--- config.mk ---
export PLATFORM = sky130hd
export DESIGN_NAME = uart_baud_divisor_search_top
export DESIGN_NICKNAME = d
export VERILOG_FILES = /design/src/hw/rtl/ubds_pkg.sv /design/src/hw/rtl/ubds_divider.sv /design/src/hw/rtl/uart_baud_divisor_search_top.sv
export SDC_FILE = /design/constraint.sdc
export NUM_CORES = 1
export LEC_CHECK = 0
export BUFFER_PORTS_ARGS = -buffer_cell sky130_fd_sc_hd__buf_2
export CORE_AREA = 2 2 160 319
export DETAILED_ROUTE_END_ITERATION = 8
export DIE_AREA = 0 0 162 321
export PLACE_DENSITY = 0.69
export SLEW_MARGIN = 20
export SYNTH_ARGS = -nofsm -noshare
export SYNTH_HDL_FRONTEND = slang
export SYNTH_SLANG_ARGS = --single-unit
--- constraint.sdc ---
create_clock -name clock -period 6.3 [get_ports clock]
set_input_delay 1.26 -clock clock [delete_from_list [all_inputs] [get_ports clock]]
set_output_delay 1.26 -clock clock [all_outputs]
set_load 0.01 [all_outputs]
--- src/hw/rtl/ubds_pkg.sv ---
// ----------------------------------------------------------------------------
// ubds_pkg: shared types and constants
// Constants for the baud divisor search and the divider handshake structs.
// ----------------------------------------------------------------------------
package ubds_pkg;

   localparam logic [5:0]  RATIO_MIN       = 6'd4;
   localparam logic [5:0]  RATIO_MAX       = 6'd32;
   localparam logic [5:0]  BOTH_EDGE_LIMIT = 6'd8;
   localparam logic [31:0] CLOCK_RESET     = 32'd80000000;

   // request to the serial divider
   typedef struct packed {
      logic        start;
      logic [31:0] numer;
      logic [31:0] denom;
   } div_req_type;

   // response from the serial divider
   typedef struct packed {
      logic        done;
      logic [31:0] quot;
   } div_rsp_type;

endpackage

--- src/hw/rtl/ubds_divider.sv ---
// ----------------------------------------------------------------------------
// ubds_divider: bit-serial restoring divider
// One quotient bit per cycle. A zero denominator
// yields an all-ones quotient.
// ----------------------------------------------------------------------------
module ubds_divider
   import ubds_pkg::*;
(
   input  logic        clock,
   input  logic        reset,
   input  div_req_type div_req,
   output div_rsp_type div_rsp
);

   logic [31:0] quot_ff, quot_in;
   logic [31:0] rem_ff, rem_in;
   logic [31:0] den_ff, den_in;
   logic [4:0]  cnt_ff, cnt_in;
   logic        busy_ff, busy_in;
   logic        done_ff, done_in;

   logic [32:0] shifted;
   logic [32:0] diff;
   logic        ge;

   // one restoring step
   always_comb begin
      shifted = {rem_ff, quot_ff[31]};
      diff    = shifted - {1'b0, den_ff};
      ge      = (shifted >= {1'b0, den_ff});
   end

   always_comb begin
      quot_in = quot_ff;
      rem_in  = rem_ff;
      den_in  = den_ff;
      cnt_in  = cnt_ff;
      busy_in = busy_ff;
      done_in = 1'b0;
      if (div_req.start) begin
         quot_in = div_req.numer;
         rem_in  = '0;
         den_in  = div_req.denom;
         cnt_in  = '0;
         busy_in = 1'b1;
      end else if (busy_ff) begin
         quot_in = {quot_ff[30:0], ge};
         rem_in  = ge ? diff[31:0] : shifted[31:0];
         cnt_in  = cnt_ff + 5'd1;
         if (cnt_ff == 5'd31) begin
            busy_in = 1'b0;
            done_in = 1'b1;
         end
      end
   end

   always_ff @(posedge clock) begin
      quot_ff <= quot_in;
      rem_ff  <= rem_in;
      den_ff  <= den_in;
      cnt_ff  <= cnt_in;
      if (reset) begin
         busy_ff <= 1'b0;
         done_ff <= 1'b0;
      end else begin
         busy_ff <= busy_in;
         done_ff <= done_in;
      end
   end

   assign div_rsp.done = done_ff;
   assign div_rsp.quot = quot_ff;

endmodule

--- src/hw/rtl/uart_baud_divisor_search_top.sv ---
// Sequence: for each of the 29 ratios, three serial divisions and a compare
//   step run; then the best setting is loaded into the result register.
// Requests: the next request is taken once the result register is loaded;
//   loading waits while an earlier result is stalled by rsp_ready.
// Reset: synchronous, active high; clears control state and sets
//   base_clock_hz to 80000000.
// ----------------------------------------------------------------------------
// uart_baud_divisor_search_top: oversampling ratio / divisor search
// Steps ratio 4..32, forms divisor and errors with a shared serial divider,
// and keeps the best setting.
// ----------------------------------------------------------------------------
module uart_baud_divisor_search_top
   import ubds_pkg::*;
(
   input  logic        clock,
   input  logic        reset,
   input  logic        csr_valid,
   output logic        csr_ready,
   input  logic [31:0] csr_base_clock_hz,
   input  logic        req_valid,
   output logic        req_ready,
   input  logic [23:0] req_target_baud,
   output logic        rsp_valid,
   input  logic        rsp_ready,
   output logic [5:0]  rsp_oversample_ratio,
   output logic [15:0] rsp_baud_divisor,
   output logic        rsp_both_edge,
   output logic [31:0] rsp_baud_error
);

   typedef enum logic [3:0] {
      S_IDLE, S_D0, S_W0, S_D1, S_W1, S_D2, S_W2, S_PICK, S_DONE
   } state_type;

   state_type   state_ff, state_in;
   logic [31:0] clk_ff, clk_in;
   logic [23:0] baud_ff, baud_in;
   logic [5:0]  ratio_ff, ratio_in;
   logic [15:0] dv_ff, dv_in;
   logic [31:0] err_ff, err_in;
   logic [31:0] alt_ff, alt_in;
   logic [31:0] best_err_ff, best_err_in;
   logic [5:0]  best_ratio_ff, best_ratio_in;
   logic [15:0] best_div_ff, best_div_in;
   logic        rsp_valid_ff, rsp_valid_in;
   logic [5:0]  o_ratio_ff, o_ratio_in;
   logic [15:0] o_div_ff, o_div_in;
   logic        o_edge_ff, o_edge_in;
   logic [31:0] o_err_ff, o_err_in;

   div_req_type div_req;
   div_rsp_type div_rsp;
   logic [24:0] mult_b;
   logic [30:0] prod;
   logic [31:0] cand_err;
   logic [15:0] cand_div;

   ubds_divider u_div (
      .clock   (clock),
      .reset   (reset),
      .div_req (div_req),
      .div_rsp (div_rsp)
   );

   // shared multiplier for the divider's denominator
   always_comb begin
      case (state_ff)
         S_D0:    mult_b = {1'b0, baud_ff};
         S_D1:    mult_b = {9'd0, dv_ff};
         default: mult_b = {8'd0, {1'b0, dv_ff} + 17'd1};
      endcase
      prod           = mult_b * ratio_ff;
      div_req.start  = (state_ff == S_D0) || (state_ff == S_D1) || (state_ff == S_D2);
      div_req.numer  = clk_ff;
      div_req.denom  = {1'b0, prod};
   end

   // nearer of divisor and divisor+1
   always_comb begin
      if (err_ff > alt_ff) begin
         cand_err = alt_ff;
         cand_div = dv_ff + 16'd1;
      end else begin
         cand_err = err_ff;
         cand_div = dv_ff;
      end
   end

   // sequencer
   always_comb begin
      state_in      = state_ff;
      clk_in        = clk_ff;
      baud_in       = baud_ff;
      ratio_in      = ratio_ff;
      dv_in         = dv_ff;
      err_in        = err_ff;
      alt_in        = alt_ff;
      best_err_in   = best_err_ff;
      best_ratio_in = best_ratio_ff;
      best_div_in   = best_div_ff;
      rsp_valid_in  = rsp_valid_ff && !rsp_ready;
      o_ratio_in    = o_ratio_ff;
      o_div_in      = o_div_ff;
      o_edge_in     = o_edge_ff;
      o_err_in      = o_err_ff;
      if (csr_valid) begin
         clk_in = csr_base_clock_hz;
      end
      unique case (state_ff)
         S_IDLE: begin
            if (req_valid) begin
               baud_in       = req_target_baud;
               ratio_in      = RATIO_MIN;
               best_err_in   = {8'd0, req_target_baud};
               best_ratio_in = '0;
               best_div_in   = '0;
               state_in      = S_D0;
            end
         end
         S_D0: state_in = S_W0;
         S_W0: begin
            if (div_rsp.done) begin
               dv_in    = (div_rsp.quot[15:0] == 16'd0) ? 16'd1 : div_rsp.quot[15:0];
               state_in = S_D1;
            end
         end
         S_D1: state_in = S_W1;
         S_W1: begin
            if (div_rsp.done) begin
               err_in   = div_rsp.quot - {8'd0, baud_ff};
               state_in = S_D2;
            end
         end
         S_D2: state_in = S_W2;
         S_W2: begin
            if (div_rsp.done) begin
               alt_in   = {8'd0, baud_ff} - div_rsp.quot;
               state_in = S_PICK;
            end
         end
         S_PICK: begin
            if (cand_err <= best_err_ff) begin
               best_err_in   = cand_err;
               best_ratio_in = ratio_ff;
               best_div_in   = cand_div;
            end
            if (ratio_ff == RATIO_MAX) begin
               state_in = S_DONE;
            end else begin
               ratio_in = ratio_ff + 6'd1;
               state_in = S_D0;
            end
         end
         S_DONE: begin
            if (!rsp_valid_ff || rsp_ready) begin
               rsp_valid_in = 1'b1;
               o_ratio_in   = best_ratio_ff;
               o_div_in     = best_div_ff;
               o_edge_in    = (best_ratio_ff >= RATIO_MIN) && (best_ratio_ff < BOTH_EDGE_LIMIT);
               o_err_in     = best_err_ff;
               state_in     = S_IDLE;
            end
         end
         default: state_in = S_IDLE;
      endcase
   end

   always_ff @(posedge clock) begin
      baud_ff       <= baud_in;
      ratio_ff      <= ratio_in;
      dv_ff         <= dv_in;
      err_ff        <= err_in;
      alt_ff        <= alt_in;
      best_err_ff   <= best_err_in;
      best_ratio_ff <= best_ratio_in;
      best_div_ff   <= best_div_in;
      o_ratio_ff    <= o_ratio_in;
      o_div_ff      <= o_div_in;
      o_edge_ff     <= o_edge_in;
      o_err_ff      <= o_err_in;
      if (reset) begin
         state_ff     <= S_IDLE;
         clk_ff       <= CLOCK_RESET;
         rsp_valid_ff <= 1'b0;
      end else begin
         state_ff     <= state_in;
         clk_ff       <= clk_in;
         rsp_valid_ff <= rsp_valid_in;
      end
   end

   assign csr_ready            = 1'b1;
   assign req_ready            = (state_ff == S_IDLE);
   assign rsp_valid            = rsp_valid_ff;
   assign rsp_oversample_ratio = o_ratio_ff;
   assign rsp_baud_divisor     = o_div_ff;
   assign rsp_both_edge        = o_edge_ff;
   assign rsp_baud_error       = o_err_ff;

endmodule

# After elaboration in Yosys (flattened, before gate mapping)
# Cells that the tools add are included.
[word_totals] wordCells=103 input_bits=61 reg_bits=358
[classes] magnitude_cmp=5 eq_ne=17 addsub=7 muxes=31 reduce_logical=20 bitwise_logic=1 multipliers=1
[op_table] op="$mux 32" n=6
[op_table] op="$pmux 32 s2" n=1
[op_table] op="$mux 16" n=3
[op_table] op="$pmux 24 s2" n=1
[op_table] op="$pmux 4 s9" n=1
[op_table] op="$ge 33x31->1" n=1
[op_table] op="$gt 32x32->1" n=1
[op_table] op="$le 32x32->1" n=1
[op_table] op="$pmux 16 s2" n=1
[op_table] op="$sub 24x32->32" n=1
[op_table] op="$sub 32x24->32" n=1
[op_table] op="$sub 32x31->32" n=1
[op_table] op="$mul 25x6->31" n=1
[op_table] op="$mux 4" n=6
[op_table] op="$mux 6" n=4
[op_table] op="$pmux 6 s2" n=2
[op_table] op="$add 16x1->17 const B" n=1
[op_table] op="$add 16x1->16 const B" n=1
[op_table] op="$eq 4x3->1 const B" n=4
[op_table] op="$logic_not 16->1" n=1
[op_table] op="$reduce_and 2->1" n=5
[op_table] op="$eq 4x2->1 const B" n=2
[op_table] op="$ne 2x2->1 const B" n=4
[op_table] op="$add 6x1->6 const B" n=1
[op_table] op="other kinds (18)" n=31

# Logic depth before layout (Yosys ltp)
[logic_depth] word_depth=5 ltp_mapped=27

# Hierarchy
# A second synthesis with hierarchy kept.
[hier_totals] hier_cells=2393 area_unflattened_um2=24556.1
[by_module_without_submodules] mod="uart_baud_divisor_search_top" seq_area_each_um2=7317.0 cells_each=1827 area_each_um2=18755.5 instances=1
[by_module_without_submodules] mod="ubds_divider" seq_area_each_um2=2702.6 cells_each=566 area_each_um2=5800.6 instances=1

# Worst setup path after synthesis
# OpenSTA, ideal clock, no wires.
[synth_timing] kind="register -> register" from="reg dv_ff[0]" to="reg u_div.den_ff[29] (data pin)" arrival_ns=5.806 t_required_ns=6.033 path_slack_ns=0.228 stages_incl_launch_ff=28 setup_time_ns=0.267 cell_sequence="edfxtp_1 > ha_1 > and3_1 > nand3_1 > nor2_1 > and3_1 > nand3_1 > a21oi_1 > nor2_1 > a221oi_1 > nor2b_1 > fa_1 > fa_1 > inv_1 > fa_1 > inv_1 > ha_1 > clkbuf_1 > a21o_1 > a21o_1 > a21oi_1 > nand4_1 > a31oi_1 > a2bb2oi_1 > a21oi_1 > a21o_1 > a211oi_1 > a221oi_1"
[synth_lines] element="from (decl)" line_no="uart_baud_divisor_search_top.sv:39" text="logic [15:0] dv_ff, dv_in;"
[synth_lines] element="from (signal assigned)" line_no="uart_baud_divisor_search_top.sv:171" text="dv_ff <= dv_in;"
[synth_lines] element="to (signal assigned)" line_no="ubds_divider.sv:60" text="den_ff <= den_in;"
[synth_lines] element="to (decl)" line_no="ubds_divider.sv:17" text="logic [31:0] den_ff, den_in;"

==> impl_results.md <==
* Top-count cell post-synth: inv_1
* Register area share after synthesis at 40.8%
* Async S/R FF share, synth at 0%
* Clock sink count at 358
* Worst-margin pin slew at between 900 and 1000 ps
* Worst reg-to-reg setup slack at 330 ps
* Cell class contributing the biggest share of worst-path delay: compound AO/OA/AOI/OAI gates
* Core area at slightly below 50000 sq um
* Slowest CP cell: fa_1
* Residual DRC at 0
* Vias in the first global route at 17827
* Pwr Total at 10400 uW
* GR peak layer: met2
* Slew margin rel. at 33.4%
* CP Class: register to register
* Num CTS Buffers at 36
* Initial antenna violation count at 0
* Synthesis warning total at 0
* Slew Viols, Final at 0
* Clk slew on worst S/H paths at roughly 70 ps
* Count of final hold-check violations at 0
* Class of the worst hold path: register to register
* Required @ worst endpoint at ~6600 ps
* M1 GR Usage at 28.7%
* Total Nets Final at 2864
* Tmin final at 5970 ps
* DRT iter0 DRCs at 1221
* PD cells at between 300 and 400 nW/um^2
* Post-synth top area share at 34.6%
* H-tree levels at 2
* Mapped Cells at 2423
* Starting density of the core at 49.4%
* DP Wirelength at 43100 um
* Seq pwr share at approximately a third
* Placer Congestion at between 0.8 and 0.9
* Die ar. at 52000 sq um
* Final setup viols at 0
* Fmax at between 150 and 200 MHz
* Tcrit/Tclk final at 94.8%
* Max_cap viols at 0
* Commonest cells in the synthesized netlist: 283 x inv_1, 282 x edfxtp_1, 189 x ha_1, 176 x nor2_1, 174 x nand2_1
* I/O Buffers at 117
* Largest cells by area after synthesis: edfxtp_1 35%, ha_1 9.7%, fa_1 7.5%
* WL final at around 58000 um
* Overflow after GRT at 0
* Antenna viol nets, final at 0
* Top_reg_cell synth: edfxtp_1
* Leakage at 0.0119 uW
* Final Instance Count excl. Fillers at 3199
* Arr. time, crit path at 6250 ps
* Worst-Skew Late Latency at around 550 ps
* WL per Instance at ~18 um
* ANT cells at 0
* First-pass DRT Iterations at 7
* Site Rows at 116
* Sw Share at 38.1%
* Worst Skew at 19.1 ps
* Avg Cell Area, Syn at 10.1 sq um
* Endpoint type of the worst setup path: register
* GRT Util Overall at 22.4%
* Max IR drop VDD at 0.265 mV
* Placed insts at 3129
* Synth cell types at 82
* Internal cell power at 6430 uW
* Die W at about 160 um
* Largest area contributor in the netlist: edfxtp_1
* CP peak stage delay at 540 ps
* Routing usage on met3 at 2.23%
* Combinational group share of total power at 45.3%
* #FFs+latches synth at 358
* Fillers at 4374
* P&R area growth vs syn at 11.5%
* First-pass GRT wire length at 92500 um
* Die H at roughly 320 um
* Critical Path Fanout Max at 4
* EDFF count, synth at ~280
* Syn nets at 2765
* Status: completed
* Critical Path Start Type: register
* Largest net degree at the start of global routing at 79
* RSZ-0062 raised after global routing: true
* TritonCTS clock tree: built
* CP bufs+invs at 3
* Met2 Resource Use GR at 38.6%
* Clock Path Buffers at 3
* Via count at ~18000
* Mapped cell area at roughly 24000 sq um
* Clock power frac at 22.6%
* Share of cells above drive strength 1 at 13.5%
* Sw Pwr at 3960 uW
* Vias per cell at 5.54
* # IOs at 119
* Root buf cell: clkbuf_16
metal layers:
metal	wire [um]	share of wire, %
met3	2580	4.5
met4	2360	4.1
met1	24700	43
met5	0	0
met2	28000	49
flip-flops by register name, indices dropped and copies added (netlist names):
name and count:
alt_ff 32, best_err_ff 32, clk_ff 32, err_ff 32, rsp_baud_error 32, u_div.quot_ff 32
u_div.rem_ff 32, u_div.den_ff 31, baud_ff 24, best_div_ff 16, dv_ff 16, rsp_baud_divisor 16
best_ratio_ff 6, ratio_ff 6, rsp_oversample_ratio 6, u_div.cnt_ff 5, state_ff 4, rsp_both_edge 1
rsp_valid 1, u_div.busy_ff 1, u_div.done_ff 1
through the flow:
stage | hold WS (ps) | utilization [%] | TNS (ps) | instance area (sq um) | setup WS [ps]
floorplan | 400 | - | 0 | 24500 | 228
global placement | 402 | 52.1 | 0 | 25800 | 55.2
detailed placement | 405 | 52.1 | -138 | 25800 | -111
CTS | 420 | 54.7 | 0 | 27100 | 23.1
global route | 435 | 55.0 | -85.3 | 27300 | -46.6
finish | 419 | 55.0 | 0 | 27300 | 328
area by class of cell:
cell class | count | area, sq um | share of cell area [%]
inverters | 284 | 1070 | 3.91
well taps | 649 | 812 | 2.97
flip-flops and latches | 358 | 9990 | 36.6
clock inverters | 22 | 289 | 1.06
repair buffers | 178 | 1070 | 3.92
clock buffers | 44 | 993 | 3.64
multi-input cells | 1664 | 13100 | 47.9
logic make-up (layout without fill, tap and decap cells):
kind of cell | count (synthesis) | in the layout | synth area share (%)
flops | 358 | 358 | 40.8
simple gates | 704 | 704 | 14.1
fa+ha+maj | 281 | 281 | 17.2
compound gates | 470 | 470 | 12.5
buf+inv | 401 | 528 | 6.51
mux | 99 | 99 | 5.01
xor+xnor | 109 | 109 | 3.90
other cells | 1 | 1 | 0.0153
cell usage in the layout, fill, tap and decap left out, drive strengths merged, types with 78 or more instances in the layout:
cell type | Yosys | final
a21oi | 136 | 136
buf | 26 | 178
edfxtp | 282 | 282
fa | 92 | 92
ha | 189 | 189
inv | 284 | 289
nand2 | 174 | 174
nor2 | 176 | 176
nor2b | 78 | 78
o21ai | 109 | 109
timing repair:
| action | in CTS | in global routing |
|---|---|---|
| setup buffers | 0 | 4 |
| setup endpoints to repair | 2 | 9 |
| pin swaps | 0 | 8 |
| hold buffers | 0 | 0 |
| gates resized for setup | 1 | 31 |
power groups by stage:
stage / combinational (uW) / clock [uW] / sequential [uW]
4_1_cts: 4620 / 2390 / 3340
2_1_floorplan: 3630 / 0 / 3260
3_5_place_dp: 4580 / 0 / 3390
3_3_place_gp: 4510 / 0 / 3380
6_report: 4700 / 2340 / 3340
5_1_grt: 5300 / 2460 / 3380
path summary, 6_finish.rpt:
kind | start | endpoint | cells after the start
worst max-delay path | dv_ff[0]$_SDFFCE_PN1P_ | u_div.den_ff[29]$_DFFE_PN_ | 27
worst min-delay path | best_div_ff[6]$_SDFFCE_PP0P_ | rsp_baud_divisor[6]$_DFFE_PP_ | 0
worst max register to register | dv_ff[0]$_SDFFCE_PN1P_ | u_div.den_ff[29]$_DFFE_PN_ | 27
worst min register to register | best_div_ff[6]$_SDFFCE_PP0P_ | rsp_baud_divisor[6]$_DFFE_PP_ | 0
worst register-to-register path: stages, from the launching register on:
cell and delay, ps:
edfxtp_1 380, and3_4 210, and3_4 190, nand2_1 90, nor3_4 230, and3_4 230
o21ai_0 80, nand2_1 70, o21ai_0 100, a21oi_2 190, buf_4 170, nor2b_1 50
fa_1 460, fa_1 540, inv_1 60, fa_1 520, inv_1 40, ha_1 310
a21o_1 160, a21o_1 190, a21oi_2 160, nand4_1 190, a31oi_2 300, a2bb2oi_2 180
a21oi_2 90, a21o_1 200, a211oi_1 240, a221oi_1 80
Power figures use the tool's default switching activity.
